`src/keyed_dirty_range_table_macros.svh`:
```
// Assertion macros for the keyed dirty range table.
// Included by the modules that carry assertions; no other dependencies.
`ifndef KEYED_DIRTY_RANGE_TABLE_MACROS_SVH
`define KEYED_DIRTY_RANGE_TABLE_MACROS_SVH
`ifndef NO_ASSERTIONS
`define KDRT_ASSERT_IMP(label, clk, rst, ante, cons) \
   label: assert property (@(posedge clk) disable iff (rst) (ante) |-> (cons)) \
      else $error("assertion failed");
`define KDRT_ASSERT_NEXT(label, clk, rst, ante, cons) \
   label: assert property (@(posedge clk) disable iff (rst) (ante) |=> (cons)) \
      else $error("assertion failed");
`else
`define KDRT_ASSERT_IMP(label, clk, rst, ante, cons)
`define KDRT_ASSERT_NEXT(label, clk, rst, ante, cons)
`endif
`endif

```
`src/kdrt_pkg.sv`:
```
// Shared types and constants for the keyed dirty range table.
// No dependencies.
package kdrt_pkg;
   localparam int ALIGN_ENTRIES_DEF    = 64;
   localparam int JUNCTION_ENTRIES_DEF = 64;

   typedef enum logic [2:0] {
      MODE_MARK_MICRO = 3'd0, MODE_MARK_SLOT = 3'd1, MODE_MARK_JUNC = 3'd2,
      MODE_GET_ALIGN = 3'd3, MODE_GET_JUNC = 3'd4, MODE_CLR_ALIGN = 3'd5,
      MODE_CLR_JUNC = 3'd6, MODE_CLR_ALL = 3'd7
   } mode_type;

   typedef enum logic [1:0] {
      ST_DONE = 2'd0, ST_ZERO_KEY = 2'd1, ST_FULL = 2'd2, ST_NOT_FOUND = 2'd3
   } status_type;

   typedef struct packed {
      logic [2:0]         mode;
      logic [31:0]        key;
      logic signed [63:0] bound_a;
      logic signed [63:0] bound_b;
   } req_type;

   typedef struct packed {
      logic [1:0]         status;
      logic               micro_dirty;
      logic signed [63:0] micro_lo;
      logic signed [63:0] micro_hi;
      logic               slot_dirty;
      logic signed [63:0] slot_lo;
      logic signed [63:0] slot_hi;
      logic               junction_flag;
   } rsp_type;

   // alignment entry as stored
   typedef struct packed {
      logic [31:0]        key;
      logic               mflag;
      logic signed [63:0] mlo;
      logic signed [63:0] mhi;
      logic               sflag;
      logic signed [63:0] slo;
      logic signed [63:0] shi;
   } aent_type;

   // controller to datapath
   typedef struct packed {
      logic load;       // capture request, reset search window
      logic bs_step;    // one binary search step
      logic rd_probe;   // issue read at search result
      logic shift_rd;   // read entry j-1
      logic shift_wr;   // write entry j from read data, j--
      logic ins_wr;     // write new zeroed entry at pos, used++
      logic upd_wr;     // write-back updated entry at pos
      logic clr_all;    // empty both tables
      logic respond;    // mark that a result strobe follows
   } cmd_type;

   // datapath to controller
   typedef struct packed {
      logic bs_done;
      logic is_junc;
      logic found;
      logic full;
      logic shift_done;
      status_type pre_status; // zero-key / clear-all classification
      logic early;            // answer without search
      logic is_mark;
      logic is_get;
   } stat_type;
endpackage

```
`src/kdrt_ctrl.sv`:
```
// Controller: sequences search, insert shifting, update and response.
// Depends on kdrt_pkg and the assertion macros header.
`include "keyed_dirty_range_table_macros.svh"
module kdrt_ctrl
   import kdrt_pkg::*;
(
   input  logic     clock,
   input  logic     reset,
   input  logic     start,
   output logic     busy,
   input  stat_type stat,
   output cmd_type  cmd,
   output logic     rsp_strobe,
   output status_type rsp_status
);
   typedef enum logic [8:0] {
      S_IDLE = 9'b000000001, S_CLASS = 9'b000000010, S_BSRD = 9'b000000100,
      S_BSCMP = 9'b000001000, S_PROBE = 9'b000010000, S_CHECK = 9'b000100000,
      S_SHRD = 9'b001000000, S_SHWR = 9'b010000000, S_UPD = 9'b100000000
   } state_type;

   state_type state_ff, state_in;
   status_type status_ff, status_in;
   logic after_ins_ff, after_ins_in;

   assign busy = (state_ff != S_IDLE);

   always_comb begin
      state_in = state_ff; status_in = status_ff; after_ins_in = after_ins_ff;
      cmd = '0;
      rsp_strobe = 1'b0;
      case (state_ff)
         S_IDLE: if (start) begin
            cmd.load = 1'b1; state_in = S_CLASS;
         end
         S_CLASS: begin
            if (stat.early) begin
               cmd.clr_all = stat.pre_status == ST_DONE;
               status_in = stat.pre_status; cmd.respond = 1'b1; state_in = S_UPD;
            end else state_in = S_BSRD;
            after_ins_in = 1'b0;
         end
         S_BSRD: state_in = stat.bs_done ? S_PROBE : S_BSCMP;  // read at mid lands
         S_BSCMP: begin
            cmd.bs_step = 1'b1; state_in = S_BSRD;
         end
         S_PROBE: begin
            cmd.rd_probe = 1'b1; state_in = S_CHECK;
         end
         S_CHECK: begin
            if (stat.found || after_ins_ff) begin
               if (stat.is_get) begin
                  status_in = ST_DONE; cmd.respond = 1'b1; state_in = S_UPD;
               end else begin
                  cmd.upd_wr = 1'b1; status_in = ST_DONE;
                  cmd.respond = 1'b1; state_in = S_UPD;
               end
            end else if (!stat.is_mark) begin
               status_in = ST_NOT_FOUND; cmd.respond = 1'b1; state_in = S_UPD;
            end else if (stat.full) begin
               status_in = ST_FULL; cmd.respond = 1'b1; state_in = S_UPD;
            end else state_in = stat.shift_done ? S_UPD : S_SHRD;
            if (state_in == S_UPD && !cmd.respond) begin
               cmd.ins_wr = 1'b1; after_ins_in = 1'b1; state_in = S_PROBE;
            end
         end
         S_SHRD: begin
            cmd.shift_rd = 1'b1; state_in = S_SHWR;
         end
         S_SHWR: begin
            cmd.shift_wr = 1'b1;
            state_in = S_SHRD;
            if (stat.shift_done) state_in = S_SHRD;
         end
         S_UPD: begin
            rsp_strobe = 1'b1; state_in = S_IDLE;
         end
         default: state_in = S_IDLE;
      endcase
      // shift loop exit: after last write go insert
      if (state_ff == S_SHRD && stat.shift_done) begin
         cmd.shift_rd = 1'b0; cmd.ins_wr = 1'b1; after_ins_in = 1'b1; state_in = S_PROBE;
      end
   end

   assign rsp_status = status_ff;

   always_ff @(posedge clock) begin
      if (reset) begin
         state_ff <= S_IDLE;
         status_ff <= ST_DONE;
         after_ins_ff <= 1'b0;
      end else begin
         state_ff <= state_in;
         status_ff <= status_in;
         after_ins_ff <= after_ins_in;
      end
   end

   `KDRT_ASSERT_NEXT(a_strobe_idle, clock, reset, rsp_strobe, !busy)
   `KDRT_ASSERT_IMP(a_no_start_rsp, clock, reset, rsp_strobe, busy)
   `KDRT_ASSERT_IMP(a_one_write, clock, reset, cmd.ins_wr, !cmd.upd_wr && !cmd.shift_wr)
endmodule

```
`config.mk`:
```
export PLATFORM = sky130hd
export DESIGN_NAME = kdrt_ctrl
export DESIGN_NICKNAME = d
export VERILOG_FILES = /design/src/kdrt_pkg.sv /design/src/kdrt_ctrl.sv
export VERILOG_INCLUDE_DIRS = /design/src /design/src/src
export SDC_FILE = /design/constraint.sdc
export NUM_CORES = 1
export LEC_CHECK = 0
export BUFFER_PORTS_ARGS = -buffer_cell sky130_fd_sc_hd__buf_4
export CAP_MARGIN = 20
export CELL_PAD_IN_SITES_DETAIL_PLACEMENT = 1
export CELL_PAD_IN_SITES_GLOBAL_PLACEMENT = 2
export CORE_UTILIZATION = 26
export DETAILED_ROUTE_END_ITERATION = 7
export PLACE_DENSITY_LB_ADDON = 0.2
export SETUP_SLACK_MARGIN = 0.02
export SLEW_MARGIN = 20
export SYNTH_ARGS = -nofsm -noshare
export SYNTH_HDL_FRONTEND = slang
export SYNTH_SLANG_ARGS = --single-unit
```
`constraint.sdc`:
```
create_clock -name clock -period 2.06 [get_ports clock]
set_input_delay 0 -clock clock [delete_from_list [all_inputs] [get_ports clock]]
set_output_delay 0 -clock clock [all_outputs]
set_load 0.1 [all_outputs]
```
==> results.toml, run 1 <==
[status]
status = "finished clean"

[detailed_routing]
first_iter_violations = 2
drt-vias-per-instance = 5.17
ant_nets = 0
drc = 0
dr.pass1.iters = 3
routedWlPerCell_um = 14.9
wirelength_um = 2290
routed-via-count = 796

[layout]
seq_area_um2 = 245
n_fill_cell = 323
fin_nets = 138
drive_gt1_frac = 0.484
area_delta_synth_final_pct = 61.5
multi_input_area_um2 = 566
diodes = 0

[pwr]
p_sw_frac = 0.336
p_switching_w = 0.000210
p_clk_frac = 0.306
p_int_w = 0.000414
peakVddDrop_uv = 352
p_leak_nw = 0.510
share_comb_of_total_power = 0.298
powerDensity_mw_per_mm2 = 531
seqPwrFrac = 0.396

[synthesis]
synth-adder-area-share = 0
synth.distinct_cells = 39
synth.most_common_cell = "dfxtp_1"
syn_area_per_cell_um2 = 8.47
synthArstFlopShare = 0
synth-compound-area-share = 0.175
synthFlopType = "dfxtp_1"
synth_mux_area_frac = 0.0275
yosysTopAreaCellShare = 0.330
synth_edf_count = 0
synthTopCellsByCount = "dfxtp_1 (12), nor3_1 (11), nor2_1 (8), o21ai_0 (5), nand3_1 (4)"
synth_cells = 86
synth_area_leaders = "dfxtp_1 (33%), nor3_1 (7.6%), nor2_1 (4.1%), o21ai_0 (3.4%), nor4_4 (2.9%)"
synth_seq_area_share = 0.330
yosys.area.top_type = "dfxtp_1"
ys_ff_latch = 12
synth.cell_area_um2 = 728
yosys_warnings = 0
synthXorXnorAreaFrac = 0.0241
syn_nets = 99
synth_simple_gate_area_frac = 0.428
synth_top_family_by_area = "simple AND/OR/NAND/NOR gates"

[floorplan]
die_area_mm2 = 0.00302
die_y_um = 54.9
rows = 18
die_w_um = 54.9
core-area_mm2 = 0.00257
pin_count = 26
initial_core_util = 0.284

[global_routing]
grt_usage = 0.175
grt_pass1_wl_um = 3710
grt_start_max_net_pins = 9
overflow = 0
antenna_found_initial = 0
grt_pass1_vias = 766

[sta]
hold_viol_final = 0
relSlewSlack = 0.756
slew_violations = 0
tightest_slew_ns = 0.365
holdWs_ns = 0.0146
finalSetupTns_ns = 0
fmax_mhz = 504
rsz0062_at_grt = "no"
setup_viol = 0
period_needed_ns = 1.98
fin_crit_sh = 0.963
finClkSkew_ns = 0.00321

[clocking]
clk_pin_slew_ns = 0.09
cts-root-buf = "clkbuf_4"
clock_latency_ns = 0.27
htree_levels = 1
cts_tree = "yes"
numCtsBuffers = 3
cts_num_sinks = 12
clockBufferDepth = 2

[placement]
post-dp-hpwl_um = 1810
gp_congestion = 0.764
port_buffers = 24

[worst_setup_path]
critPathLaunchType = "register"
end_kind = "output port"
worst-path-max-fanout = 4
cp.arrival_ns = 1.98
required_ns = 2.06
path_class = "reg -> out"

[run]
cap_violations = 0

[min_path]
hp-class = "in -> reg"
-- per-stage QoR --
step / cell area, um^2 / utilization / cells / total power (W) / setup WS [ns]
floorplan: 816 / - / 86 / 0.000368 / -0.261
global placement: 1070 / 0.415 / 144 / 0.000426 / 0.271
detailed placement: 1070 / 0.415 / 144 / 0.000428 / 0.271
CTS: 1140 / 0.442 / 150 / 0.000629 / 0.0372
global route: 1180 / 0.458 / 154 / 0.000663 / 0.0188
finish: 1180 / 0.458 / 154 / 0.000624 / 0.0762
-- layout by cell type (no fill, tap or decap), types with 2 or more instances in the layout --
cell and count:
a211oi_1 2, a21oi_1 2, buf_4 31, clkbuf_4 3, dfxtp_1 8, dfxtp_2 4
dlygate4sd3_1 2, mux2i_1 2, nand2_1 2, nand2b_1 2, nand3_1 3, nand3b_1 2
nor2_1 6, nor2b_1 2, nor3_1 8, nor3_2 2, nor3_4 2, nor4_4 3
o21ai_0 5, xor2_1 2
-- worst paths after layout --
kind | slack (ns) | end | from | cells past startpoint
worst min register to register | 0.50 | after_ins_ff | after_ins_ff | 2
worst max-delay path | 0.08 | cmd[3] | after_ins_ff | 5
worst min-delay path | 0.01 | state_ff[2] | stat[2] | 3
worst max register to register | 0.29 | state_ff[4] | after_ins_ff | 5
-- power by group through the flow --
stage               clock network [W]  registers [W]  logic, W
CTS                          0.000202       0.000248  0.000179
global placement                    0       0.000252  0.000174
global route                 0.000215       0.000249  0.000199
finish                       0.000191       0.000247  0.000186
floorplan                           0       0.000256  0.000112
detailed placement                  0       0.000253  0.000175
-- critical path, stage by stage, from the launching register on --
cell     delay (ns)
dfxtp_2        0.34
or4b_4         0.55
or3b_1         0.37
a21o_1         0.21
inv_2          0.08
buf_12         0.17
-- sequential cells by signal, summed over array words and instances, names as in the netlist --
register      flops
rsp_status        2
state_ff          9
after_ins_ff      1
-- kinds of logic after synthesis --
family | count (synthesis)
flip-flops | 12
buffers and inverters | 3
XOR/XNOR | 2
AND/OR/NAND/NOR | 49
AO/OA/AOI/OAI | 18
multiplexers | 2
-- metal layers --
metal / share of wire / vias up / GRT usage
met4: 0.0066 / 0 / 0.0375
met3: 0.033 / 2 / 0.0246
met2: 0.50 / 17 / 0.289
li1: - / 405 / -
met1: 0.46 / 372 / 0.241
met5: 0 / - / 0
-- timing repair --
| action | CTS | global route |
|---|---|---|
| hold buffers | 2 | 0 |
| hold endpoints to repair | 5 | 0 |
| pin swaps | 0 | 2 |
| setup endpoints to repair | 2 | 4 |
| buffers inserted | 0 | 4 |
| resized for setup | 5 | 3 |
-- final cells by class --
type / instances / area share
well taps: 30 / 0.0319
repair buffers: 35 / 0.241
flip-flops and latches: 12 / 0.209
inverters: 2 / 0.00638
clock buffers: 4 / 0.0309
multi-input cells: 71 / 0.481
Note: power is estimated with default switching activity, not from simulation.
==> run 2: changes to the inputs <==
CORE_MARGIN = 5   (was default)
==> results.toml, run 2 (synthesis gave the netlist of run 1 again) <==
[floorplan]
die_area_mm2 = 0.00396
die_w_um = 62.9
initial_core_util = 0.269
rows = 19
core-area_mm2 = 0.00271
pin_count = 26
die_y_um = 62.9

[detailed_routing]
dr.pass1.iters = 4
routed-via-count = 815
drt-vias-per-instance = 5.22
drc = 0
ant_nets = 0
wirelength_um = 2440
routedWlPerCell_um = 15.6
first_iter_violations = 10

[sta]
finalSetupTns_ns = 0
fin_crit_sh = 0.955
relSlewSlack = 0.757
tightest_slew_ns = 0.364
fmax_mhz = 508
period_needed_ns = 1.97
fin_ws_ns = 0.0931
finClkSkew_ns = 0.000345
hold_viol_final = 0
setup_viol = 0
rsz0062_at_grt = "no"
slew_violations = 0

[clocking]
numCtsBuffers = 3
htree_levels = 1
cts_num_sinks = 12
cts-root-buf = "clkbuf_4"
cts_tree = "yes"
clk_pin_slew_ns = 0.08
clock_latency_ns = 0.27
clockBufferDepth = 2

[pwr]
totalPowerFinal_w = 0.000628
powerDensity_mw_per_mm2 = 526
peakVddDrop_uv = 290
p_leak_nw = 0.513

[run]
cap_violations = 0

[layout]
final_cells = 156
regMostFlops = "state_ff"
drive_gt1_frac = 0.480
largest_reg_flops = 9
area_delta_synth_final_pct = 63.9
diodes = 0
final_common_cell = "buf_4"
mostFrequentLayoutCells = "buf_4 (31), nor3_1 (8), dfxtp_1 (8)"
fin_nets = 139
n_fill_cell = 338

[worst_setup_path]
path_class = "reg -> out"
cpPeakStageDelay_ns = 0.54
critPathLaunchType = "register"
crit_buf_inv = 2
required_ns = 2.06
crit_slowest_cell = "or4b_4"
end_kind = "output port"
path_cells = "or4b_4 > or3b_1 > a21o_1 > inv_2 > buf_12"
cp.arrival_ns = 1.97
worst-path-max-fanout = 4
cp_top_family = "simple AND/OR/NAND/NOR gates"

[placement]
pre_cts_slack_ns = 0.256
port_buffers = 24
dp_cells = 145
post-dp-hpwl_um = 1930
gp_congestion = 0.780

[min_path]
hp-class = "in -> reg"

[global_routing]
grt_usage = 0.129
grt_pass1_vias = 857
grt_pass1_wl_um = 4120
antenna_found_initial = 0
overflow = 0
grt_start_max_net_pins = 9

[status]
status = "finished clean"
## run 2: changes by cell type in the layout (fill, tap and decap cells not counted), sizes merged
cell         before  now
dlygate4sd3       2    3
## run 2: timing repair
item | in CTS | in global routing
setup buffers | 0 | 4
gates resized for setup | 6 | 3
setup endpoints to repair | 3 | 4
hold buffers | 3 | 0
pin swaps | 0 | 3
endpoints found under the hold margin | 6 | 0
## run 2: per-layer routing
| metal | share of wire | global-route usage | vias up | wire, um |
|---|---|---|---|---|
| met5 | 0 | 0 | - | 0 |
| met4 | 0.0070 | 0.0477 | 0 | 17 |
| met3 | 0.040 | 0.0324 | 2 | 98 |
| met2 | 0.51 | 0.212 | 17 | 1240 |
| met1 | 0.44 | 0.159 | 386 | 1080 |
| li1 | - | - | 410 | - |
## run 2: final cells by class
class / count / area [um^2] / share of cell area
Clock buffer: 4 / 36.3 / 0.0304
Inverter: 2 / 7.51 / 0.00629
Multi-Input combinational cell: 71 / 572 / 0.479
Sequential cell: 12 / 245 / 0.205
Tap cell: 31 / 38.8 / 0.0325
Timing Repair Buffer: 36 / 294 / 0.246
## run 2: final timing paths
kind / to / from / cells past startpoint / slack (ns)
setup / recovery: cmd[3] / after_ins_ff / 5 / 0.09
hold / removal: state_ff[7] / stat[5] / 3 / 0.05
setup reg to reg: after_ins_ff / after_ins_ff / 5 / 0.28
hold reg to reg: after_ins_ff / after_ins_ff / 2 / 0.52
## run 2: metrics by stage
stage                     utilization  hold WS (ns)  area, um^2
after floorplan                     -        0.0691         816
after global placement          0.394         0.169        1070
after detailed placement        0.394         0.176        1070
after CTS                       0.425        0.0474        1150
after global routing            0.440        0.0492        1190
final                           0.440        0.0481        1190
## run 2: report_power, final
group | switching, W | internal (W)
combinational | 0.000119 | 0.0000694
clock | 0.0000839 | 0.000107
sequential | 0.0000104 | 0.000237
total | 0.000214 | 0.000414
## run 2: worst register-to-register path, stage by stage, from the launching register on
cell and delay (ns):
dfxtp_2 0.34, or4b_4 0.54, or3b_1 0.36, a21o_1 0.20
buf_4 0.14, a21oi_1 0.12
==> run 3: changes to the inputs <==
CAP_MARGIN = default   (was 20)
GPL_TIMING_DRIVEN = 0   (was default)
clock period = 2.1 ns   (was 2.06 ns; I/O delays follow)
==> results.toml, run 3 (synthesis gave the netlist of run 1 again) <==
[pwr]
p_switching_w = 0.000199
share_comb_of_total_power = 0.281
powerDensity_mw_per_mm2 = 519
p_sw_frac = 0.336
p_clk_frac = 0.310
seqPwrFrac = 0.410
peakVddDrop_uv = 314
p_int_w = 0.000393
totalPowerFinal_w = 0.000591
p_leak_nw = 0.480

[sta]
setup_viol = 0
finClkSkew_ns = 0.000403
fin_crit_sh = 0.956
finalSetupTns_ns = 0
hold_viol_final = 0
fmax_mhz = 498
slew_violations = 0
tightest_slew_ns = 0.681
rsz0062_at_grt = "yes"
period_needed_ns = 2.01
relSlewSlack = 0.541

[worst_setup_path]
critPathLaunchType = "register"
path_cells = "or4b_4 > or3b_1 > a21o_1 > inv_1 > buf_12"
path_class = "reg -> out"
crit_buf_inv = 2
ff2ff_setup_slack_ns = 0.18
required_ns = 2.10
cp.arrival_ns = 2.01
cpPeakStageDelay_ns = 0.55
worst-path-max-fanout = 4
reg2regPathDepth = 4
cp_top_family = "simple AND/OR/NAND/NOR gates"
crit_slowest_cell = "or4b_4"
end_kind = "output port"
r2r_start = "state_ff[7]"
rr_endpoint = "state_ff[6]"

[detailed_routing]
drc = 0
dr.pass1.iters = 4
wirelength_um = 2270
ant_nets = 0
drt-vias-per-instance = 5.35
first_iter_violations = 33
routedWlPerCell_um = 15.1
routed-via-count = 803

[layout]
final_cells = 150
fin_nets = 133
mostFrequentLayoutCells = "buf_4 (24), nor3_1 (8), dfxtp_1 (8)"
area_delta_synth_final_pct = 56.5
largest_reg_flops = 9
n_fill_cell = 329
diodes = 0
regMostFlops = "state_ff"
final_common_cell = "buf_4"
design_area_mm2 = 0.00114
drive_gt1_frac = 0.445

[clocking]
clockBufferDepth = 2
cts-root-buf = "clkbuf_4"
numCtsBuffers = 3
clk_pin_slew_ns = 0.08
cts_num_sinks = 12
cts_tree = "yes"
clock_latency_ns = 0.27
htree_levels = 1

[placement]
port_buffers = 24
dp_cells = 141
place_area_mm2 = 0.00102
post-dp-hpwl_um = 1870
gp_congestion = 0.706

[floorplan]
rows = 19
initial_core_util = 0.269
die_w_um = 62.9
die_y_um = 62.9
pin_count = 26
die_area_mm2 = 0.00396
core-area_mm2 = 0.00271

[min_path]
min_from = "stat[5]"
hp-class = "in -> reg"
holdPathEnd = "state_ff[7]"
hold_depth = 3

[run]
cap_violations = 0

[global_routing]
grt_start_max_net_pins = 9
grt_usage = 0.124
grt_pass1_wl_um = 4010
antenna_found_initial = 0
overflow = 0
grt_pass1_vias = 878

[status]
status = "finished clean"
==> run 3: changes by cell type in the layout (fill, tap and decap cells not counted) <==
cell and change:
inv_2 -1, nor3b_2 -1, nor3b_4 +1, nor3_4 -2, nor3_2 +2, buf_4 -7, inv_1 +1, clkbuf_2 +1
==> run 3: how the worst max path moves through the flow <==
stage	startpoint	to	slack [ns]	cells after the start
final	after_ins_ff	cmd[3]	0.09	5
after global routing	after_ins_ff	cmd[3]	0.01	5
after CTS	after_ins_ff	cmd[3]	0.04	5
after detailed placement	state_ff[5]	state_ff[6]	-0.05	4
after global placement	state_ff[5]	state_ff[6]	-0.05	4
after floorplan	state_ff[3]	state_ff[6]	-0.22	4
==> run 3: through the flow <==
step	util	worst slack (ns)	hold slack (ns)
after floorplan	-	-0.221	0.0691
after global placement	0.378	-0.0479	0.171
after detailed placement	0.378	-0.0506	0.175
after CTS	0.410	0.0411	0.0432
after global routing	0.421	0.0103	0.0449
final	0.421	0.0928	0.0530
==> run 3: tightest hold or removal path, cell delays in order <==
cell,delay [ns]
buf_4,0.11
nor4_4,0.05
and2_1,0.12
==> run 3: power by group through the flow <==
stage	clock [W]	combinational [W]	sequential [W]
after floorplan	0	0.000109	0.000251
after global placement	0	0.000161	0.000247
after detailed placement	0	0.000162	0.000248
after CTS	0.000193	0.000167	0.000243
after global routing	0.000207	0.000178	0.000243
final	0.000183	0.000166	0.000242
==> run 3: area by class of cell <==
class / instances / area (um^2) / area share
multi-input cells: 71 / 566 / 0.496
flip-flops and latches: 12 / 245 / 0.215
repair buffers: 29 / 241 / 0.212
well taps: 31 / 38.8 / 0.0340
clock buffers: 4 / 36.3 / 0.0318
inverters: 2 / 7.51 / 0.00659
plain buffers: 1 / 5.00 / 0.00439
==> run 3: metal layers <==
layer | global-route usage | vias up | routed length, um
met5 | 0 | - | 0
met4 | 0.0477 | 0 | 17
met3 | 0.0378 | 2 | 126
met2 | 0.205 | 17 | 1110
met1 | 0.147 | 385 | 1010
li1 | - | 399 | -
==> run 3: what timing repair did <==
action,in CTS,in global routing
buffers inserted,0,2
gates resized for setup,5,4
pin swaps,1,0
endpoints found under the hold margin,6,0
hold buffers,3,0
endpoints found under the setup margin,4,5
